`src/rtl/srm_pkg.sv`:
```
// Shared types and constants for the SPI register access master.
// Holds sequencer step codes, request codes and the state/result structs.
// No dependencies.
package srm_pkg;

  localparam logic [1:0] CMD_TICK  = 2'd0;
  localparam logic [1:0] CMD_WRITE = 2'd1;
  localparam logic [1:0] CMD_READ  = 2'd2;

  localparam logic [3:0] ST_IDLE     = 4'd0;
  localparam logic [3:0] ST_CS_SETUP = 4'd1;
  localparam logic [3:0] ST_W_PRE    = 4'd2;
  localparam logic [3:0] ST_W_LOW    = 4'd3;
  localparam logic [3:0] ST_W_HIGH   = 4'd4;
  localparam logic [3:0] ST_W_POST   = 4'd5;
  localparam logic [3:0] ST_R_PRE    = 4'd6;
  localparam logic [3:0] ST_R_HIGH   = 4'd7;
  localparam logic [3:0] ST_R_LOW    = 4'd8;
  localparam logic [3:0] ST_R_POST   = 4'd9;
  localparam logic [3:0] ST_CS_HOLD  = 4'd10;

  localparam logic [7:0] WRITE_FLAG = 8'h80;

  typedef struct packed {
    logic [3:0] step;
    logic [3:0] bit_cnt;
    logic [7:0] phase_cnt;
    logic [7:0] tx_shift;
    logic [7:0] rx_shift;
    logic [7:0] pending;
    logic       is_read;
  } srm_state_t;

  typedef struct packed {
    logic       spi_clock;
    logic       mosi_out;
    logic       select_n;
    logic       busy_res;
    logic       done_res;
    logic [7:0] read_data;
    logic       rejected;
  } srm_result_t;

endpackage

```
`src/rtl/spi_register_access_master.sv`:
```
// Top level of the SPI mode-0 register access master.
// Depends on srm_pkg and srm_step.
//
// Each request is one time tick of a bit-banged SPI mode-0 master; a tick
// may also carry a register write or read. The sequencer state advances when
// a tick is accepted, and the pin levels and status for that tick land in a
// result register on that same edge. The block takes one tick every cycle;
// only a stalled, still-full result register holds off new ticks. Every
// clock half-phase and chip-select delay lasts phase_ticks ticks (0 acts
// as 1). Requests that arrive during a transaction are dropped and flagged.
module spi_register_access_master import srm_pkg::*; (
  input  logic       clk,
  input  logic       rst,
  input  logic       cfg_write_en,
  input  logic [7:0] cfg_write_data,
  input  logic       in_valid,
  output logic       in_stall,
  input  logic [1:0] command,
  input  logic [6:0] reg_addr,
  input  logic [7:0] write_value,
  input  logic       miso_in,
  output logic       out_valid,
  input  logic       out_stall,
  output logic       spi_clock,
  output logic       mosi_out,
  output logic       select_n,
  output logic       busy_res,
  output logic       done_res,
  output logic [7:0] read_data,
  output logic       rejected
);

  logic [7:0]  phase_ticks;
  srm_state_t  state;
  srm_state_t  state_next;
  srm_result_t result_next;
  srm_result_t result;
  logic        accept;

  assign in_stall = out_valid && out_stall;
  assign accept   = in_valid && !in_stall;

  srm_step u_step (
    .state_cur   (state),
    .phase_ticks (phase_ticks),
    .command     (command),
    .reg_addr    (reg_addr),
    .write_value (write_value),
    .miso_in     (miso_in),
    .state_next  (state_next),
    .result      (result_next)
  );

  always_ff @(posedge clk) begin
    if (rst) begin
      phase_ticks <= 8'd1;
    end else if (cfg_write_en) begin
      phase_ticks <= cfg_write_data;
    end
  end

  always_ff @(posedge clk) begin
    if (rst) begin
      state     <= '0;
      out_valid <= 1'b0;
    end else begin
      if (accept) begin
        state <= state_next;
      end
      if (accept) begin
        out_valid <= 1'b1;
      end else if (!out_stall) begin
        out_valid <= 1'b0;
      end
    end
  end

  always_ff @(posedge clk) begin
    if (accept) begin
      result <= result_next;
    end
  end

  assign spi_clock = result.spi_clock;
  assign mosi_out  = result.mosi_out;
  assign select_n  = result.select_n;
  assign busy_res  = result.busy_res;
  assign done_res  = result.done_res;
  assign read_data = result.read_data;
  assign rejected  = result.rejected;

endmodule

```
`src/rtl/srm_step.sv`:
```
// One tick of the SPI mode-0 sequencer: next state and pin levels.
// Purely combinational; depends on srm_pkg.
module srm_step import srm_pkg::*; (
  input  srm_state_t  state_cur,
  input  logic [7:0]  phase_ticks,
  input  logic [1:0]  command,
  input  logic [6:0]  reg_addr,
  input  logic [7:0]  write_value,
  input  logic        miso_in,
  output srm_state_t  state_next,
  output srm_result_t result
);

  always_comb begin
    srm_state_t s;
    logic [7:0] limit;
    logic [7:0] pc_inc;
    s = state_cur;
    limit = (phase_ticks == 8'd0) ? 8'd1 : phase_ticks;
    result = '0;
    result.select_n = 1'b1;

    if (s.step > ST_CS_HOLD) begin
      s.step = ST_IDLE;
    end

    if (command inside {CMD_WRITE, CMD_READ}) begin
      if (s.step == ST_IDLE) begin
        s.is_read   = (command == CMD_READ);
        s.tx_shift  = (command == CMD_READ) ? {1'b0, reg_addr}
                                            : ({1'b0, reg_addr} | WRITE_FLAG);
        s.pending   = write_value;
        s.bit_cnt   = 4'd0;
        s.phase_cnt = 8'd0;
        s.step      = ST_CS_SETUP;
      end else begin
        result.rejected = 1'b1;
      end
    end

    pc_inc = s.phase_cnt + 8'd1;

    if (s.step != ST_IDLE) begin
      result.busy_res  = 1'b1;
      result.select_n  = (s.step == ST_CS_HOLD);
      result.spi_clock = (s.step == ST_W_HIGH) || (s.step == ST_R_HIGH);
      if ((s.step == ST_W_LOW) || (s.step == ST_W_HIGH)) begin
        result.mosi_out = s.tx_shift[7];
      end
      if (pc_inc >= limit) begin
        s.phase_cnt = 8'd0;
        case (s.step)
          ST_CS_SETUP: s.step = ST_W_PRE;
          ST_W_PRE:    s.step = ST_W_LOW;
          ST_W_LOW:    s.step = ST_W_HIGH;
          ST_W_HIGH: begin
            s.tx_shift = {s.tx_shift[6:0], 1'b0};
            s.bit_cnt  = s.bit_cnt + 4'd1;
            s.step     = (s.bit_cnt[2:0] == 3'd0) ? ST_W_POST : ST_W_LOW;
          end
          ST_W_POST: begin
            if (s.bit_cnt == 4'd8) begin
              if (s.is_read) begin
                s.step = ST_R_PRE;
              end else begin
                s.tx_shift = s.pending;
                s.step     = ST_W_PRE;
              end
            end else begin
              s.step = ST_CS_HOLD;
            end
          end
          ST_R_PRE:  s.step = ST_R_HIGH;
          ST_R_HIGH: begin
            s.rx_shift = {s.rx_shift[6:0], miso_in};
            s.bit_cnt  = s.bit_cnt + 4'd1;
            s.step     = ST_R_LOW;
          end
          ST_R_LOW:  s.step = (s.bit_cnt == 4'd0) ? ST_R_POST : ST_R_HIGH;
          ST_R_POST: s.step = ST_CS_HOLD;
          default: begin
            result.done_res = 1'b1;
            s.bit_cnt = 4'd0;
            s.step    = ST_IDLE;
          end
        endcase
      end else begin
        s.phase_cnt = pc_inc;
      end
    end

    result.read_data = s.rx_shift;
    state_next = s;
  end

endmodule

```
`config.mk`:
```
export PLATFORM = sky130hd
export DESIGN_NAME = spi_register_access_master
export DESIGN_NICKNAME = d
export VERILOG_FILES = /design/src/rtl/srm_pkg.sv /design/src/rtl/spi_register_access_master.sv /design/src/rtl/srm_step.sv
export SDC_FILE = /design/constraint.sdc
export NUM_CORES = 1
export LEC_CHECK = 0
export ABC_AREA = 1
export BUFFER_PORTS_ARGS = -buffer_cell sky130_fd_sc_hd__clkbuf_2
export CORE_MARGIN = 1
export CORE_UTILIZATION = 53
export DETAILED_ROUTE_END_ITERATION = 10
export MAX_ROUTING_LAYER = met4
export PLACE_DENSITY = 0.77
export SLEW_MARGIN = 40
export SYNTH_ARGS = -nofsm -noshare
export SYNTH_HDL_FRONTEND = slang
export SYNTH_SLANG_ARGS = --single-unit
```
`constraint.sdc`:
```
create_clock -name clk -period 3.8 [get_ports clk]
set_input_delay 0.76 -clock clk [delete_from_list [all_inputs] [get_ports clk]]
set_output_delay 0.76 -clock clk [all_outputs]
set_load 0.005 [all_outputs]
```
### Word level (Yosys, flattened, before mapping)

Cells that the tools add are included.

| word-level totals | value |
|---|---|
| output and inout port bits | 16 |
| word-level logic and storage cells | 77 |
| bits in registers | 64 |

| operators by class | value |
|---|---|
| $add $sub $neg | 2 |
| magnitude comparators | 2 |
| reduce and logical (&&, ||, !) cells | 16 |
| eq/ne operators | 14 |
| multiplexer cells | 27 |

Operator list:

| operator | number |
|---|---|
| $mux W8 | 7 |
| $mux W24 | 2 |
| $pmux W4 S9 | 1 |
| $mux W32 | 1 |
| $mux W9 | 2 |
| $eq A4 B3 Y1 const B | 4 |
| $eq A4 B4 Y1 const B | 4 |
| $mux W16 | 1 |
| $pmux W8 S2 | 1 |
| $mux W4 | 3 |
| $reduce_or A9 Y1 | 1 |
| $add A8 B1 Y8 const B | 1 |
| $eq A4 B2 Y1 const B | 2 |
| $ge A8 B8 Y1 | 1 |
| $logic_not A4 Y1 | 2 |
| $logic_not A8 Y1 | 1 |
| $pmux W4 S2 | 1 |
| $reduce_or A7 Y1 | 1 |
| $mux W3 | 2 |
| $mux W1 | 5 |
| $add A4 B1 Y4 const B | 1 |
| $eq A4 B1 Y1 const B | 1 |
| $gt A4 B4 Y1 const B | 1 |
| $reduce_and A2 Y1 | 2 |
| other kinds (11) | 13 |

### Logic depth before layout (Yosys ltp)

| depth | value |
|---|---|
| depth in word-level cells | 11 |
| depth in mapped cells | 25 |
| gate-level depth less buffers | 24 |

### By module

Synthesis repeated with hierarchy kept, for this count alone.

| second synthesis, totals | value |
|---|---|
| cell total of the unflattened synthesis | 661 |
| area, all modules | 4317.9 µm² |

Modules (own cells, without submodules):

| module | cells each | sequential area each (µm²) | instances | area an instance (µm²) |
|---|---|---|---|---|
| spi_register_access_master | 323 | 1421.4 | 1 | 2568.7 |
| srm_step | 338 | 0.0 | 1 | 1749.2 |

### Least setup slack after synthesis

Ideal clock, no wire load.

| path | value |
|---|---|
| kind | input -> register |
| from | input command[0] |
| to | register state[21] (netlist bit) |
| data required time | 3.691 ns |
| setup slack | -0.006 ns |
| buffers on the path | 1 |
| arrival time | 3.697 ns |
| stages | 24 |
| library setup time | 0.109 ns |
| path through | inv_1 > ha_1 > inv_1 > nand3_4 > buf_2 > nand2_1 > inv_1 > ha_1 > nand4_2 > nor2_1 > nand2_1 > and2_1 > ha_1 > nand2_1 > nor2_1 > nand4_1 > nand3_1 > nand2_4 > inv_2 > nand3_1 > nand2_1 > nand3_1 > nand2_1 > inv_1 |

| between the ends | value |
|---|---|
| longest elaborated chain between the ends | 8 |

RTL lines:

| what | RTL line | source |
|---|---|---|
| start: declaration | spi_register_access_master.sv:18 | `input logic [1:0] command,` |
| parallel branches: the longest is 7 deep, another holds $add A8 B1 Y8 | -- |  |
| $mux W32 (*) | srm_step.sv:43 | `if (s.step != ST_IDLE) begin` |
| end signal: assignment | spi_register_access_master.sv:68 | `state <= state_next;` |
| end: declaration | spi_register_access_master.sv:34 | `srm_state_t state;` |

Mark *: on every way between the ends.
A chain may end at the register's enable or synchronous reset.

==> metrics.txt <==
Netlist Area Pre-Place 3741 um2; Port Buffers 46; actual slew at the worst max-slew pin 0.6397 ns; placed cell areas 4055 um2; FF+latch area 1421 um2; FILL cells 625; Final Skew 0.008370 ns; max_slew headroom 56.79%; Core Util, Final 62.93%; worst hold path depth 2; row cnt 30; Seq/Total Area, Yosys 37.99%; VDD IR max 0.2690 mV; most common cell in the netlist nand2_1; CTS sink count 64; final period utilization 91.99%; initial cell density of the core 55.06%; via count 3466; top post-synthesis cells by area dfxtp_1, nand2_1, edfxtp_1, inv_1, a21oi_1; synth cell count leaders nand2_1, inv_1, a21oi_1; DR pass1 iterations 5; share of layout cells above drive strength 1 18.48%; antenna-violating nets left 0; number of max-cap violations 0; clock root buffer clkbuf_8; CP arrival 3.80 ns; syn nets 572; area share of the largest cell type after synthesis 26.76%; DRT Wirelength 8.169 mm; post-CTS setup buffer count 0; H-tree level count 3; Netlist cell types 36; Crit Path Max Fanout 16; fmax 286.1 MHz; crit path capture type flip-flop; Die H 86.02 um; setup ws final 0.3046 ns; Biggest register state; outcome finished, final reports clean; Core Area 6794 um2; TritonCTS Buffers 9; first-pass GRT wire length 14.21 mm; Post-CTS Hold Fix Bufs 0; synth warn 0; DRC viols 0; Main synth FF type dfxtp_1; syn avg cell area 7.085 um2; cell area power density 401.9 nW/um2; cells resized by post-CTS repair 0; IO Count 47; Post-Syn Instances 528; worst hold path type reg2reg; GRT Overall Usage 25.09%; # diodes 0; max reg flops 41; EDFF count, synth 14; critical path required time 4.10 ns; TNS Setup 0 ns; 1st-iter DRT viols 229; initial antenna violation count 0; Clock Tree Buf Depth 2; worst-skew pair later-pin latency 0.35 ns; Non-Filler Instances 675; RSZ-0062 raised after global routing true; area leader, netlist dfxtp_1; Die ar. 7399 um2; largest net degree at the start of global routing 39; DR vias/cell 5.135; FF-to-FF path depth 22; Placed Cells 659; Leak Pwr 2.155 nW; Layout Nets 618; vias in the first global route 3117; Final HPWL DP 5.853 mm; Post-Route Hold Slack 0.4726 ns; Design Area, Final 4275 um2; P&R area growth vs syn 14.28%; area of the multi-input gates 1862 um2; Yosys reg bits 64; CTS tree built; Final min period 3.495 ns; final hold vios 0; Critical Path Source Type input port; die width 86.02 um; Power Total 1.718 mW; pre-CTS setup slack -0.01799 ns; CTS clk-pin slew, worst paths 0.08 ns; Placer Congestion 0.9074; per-cell routed wire length 12.10 um; Setup CP Type in2reg; post-synthesis async set-or-reset flop share 0%; total gr overflow 0; final setup fails 0; Slew Viols, Final 0
==> placed cells by master (no fill, tap or decap), drive strengths merged, types with 2 or more instances in the layout <==
cell type  instances
nand4              9
ha                13
nand2            131
clkbuf            55
a22oi              4
o211ai             6
dfxtp             50
a21oi             52
nor2              22
nor3               3
a31oi              2
o21a               2
bufinv             2
clkinvlp           3
clkinv             3
edfxtp            14
inv               97
o21ai             59
buf                7
nand3             37
and2               3
==> metal layers <==
| layer | global-route usage [%] | up-vias | wire length [um] | share of wire [%] |
|---|---|---|---|---|
| li1 | - | 1808 | - | - |
| met2 | 36.65 | 96 | 3586 | 44 |
| met5 | - | - | 0 | 0 |
| met1 | 34.26 | 1552 | 4061 | 50 |
| met3 | 6.064 | 10 | 414 | 5.1 |
| met4 | 7.727 | 0 | 106 | 1.3 |
==> final timing paths <==
kind	slack, ns	endpoint	from
hold / removal	0.47	state[26]	state[26]
hold reg to reg	0.47	state[26]	state[26]
setup reg to reg	0.43	state[12]	state[38]
setup / recovery	0.30	state[12]	command[0]
==> layout make-up <==
cell class              instances  share of cell area, %
multi-input cells             348                  43.55
flip-flops and latches         64                  33.25
inverters                      98                  8.633
repair buffers                 53                  6.614
clock buffers                   9                  2.897
well taps                      96                  2.809
clock inverters                 7                  2.253
==> worst max-delay path: stages <==
cell      delay, ns
clkbuf_2       0.07
inv_1          0.03
ha_1           0.35
inv_1          0.11
nand3_4        0.11
nand2_1        0.10
inv_1          0.08
ha_1           0.22
nand4_2        0.14
nor2_1         0.11
nand2_1        0.07
and2_1         0.16
ha_1           0.27
nand2_1        0.06
nor2_1         0.14
nand4_1        0.11
nand3_2        0.17
nand2_4        0.10
nor2_8         0.26
nand2_1        0.12
o21ai_2        0.09
o21ai_1        0.08
inv_1          0.08
==> cells by family (layout without fill, tap and decap cells) <==
logic type | after synthesis | after routing | share of synthesized area, %
compound gates | 128 | 128 | 19.20
xor+xnor | 1 | 1 | 0.2342
fa+ha+maj | 13 | 13 | 4.348
buf+inv | 116 | 167 | 12.44
flops | 64 | 64 | 37.99
simple gates | 206 | 206 | 25.79
==> where the power goes <==
| group | internal [mW] | switching [mW] | total (mW) |
|---|---|---|---|
| clock | 0.369 | 0.289 | 0.658 |
| combinational | 0.104 | 0.196 | 0.300 |
| sequential | 0.741 | 0.0188 | 0.760 |
Note: power is estimated with default switching activity, not from simulation.
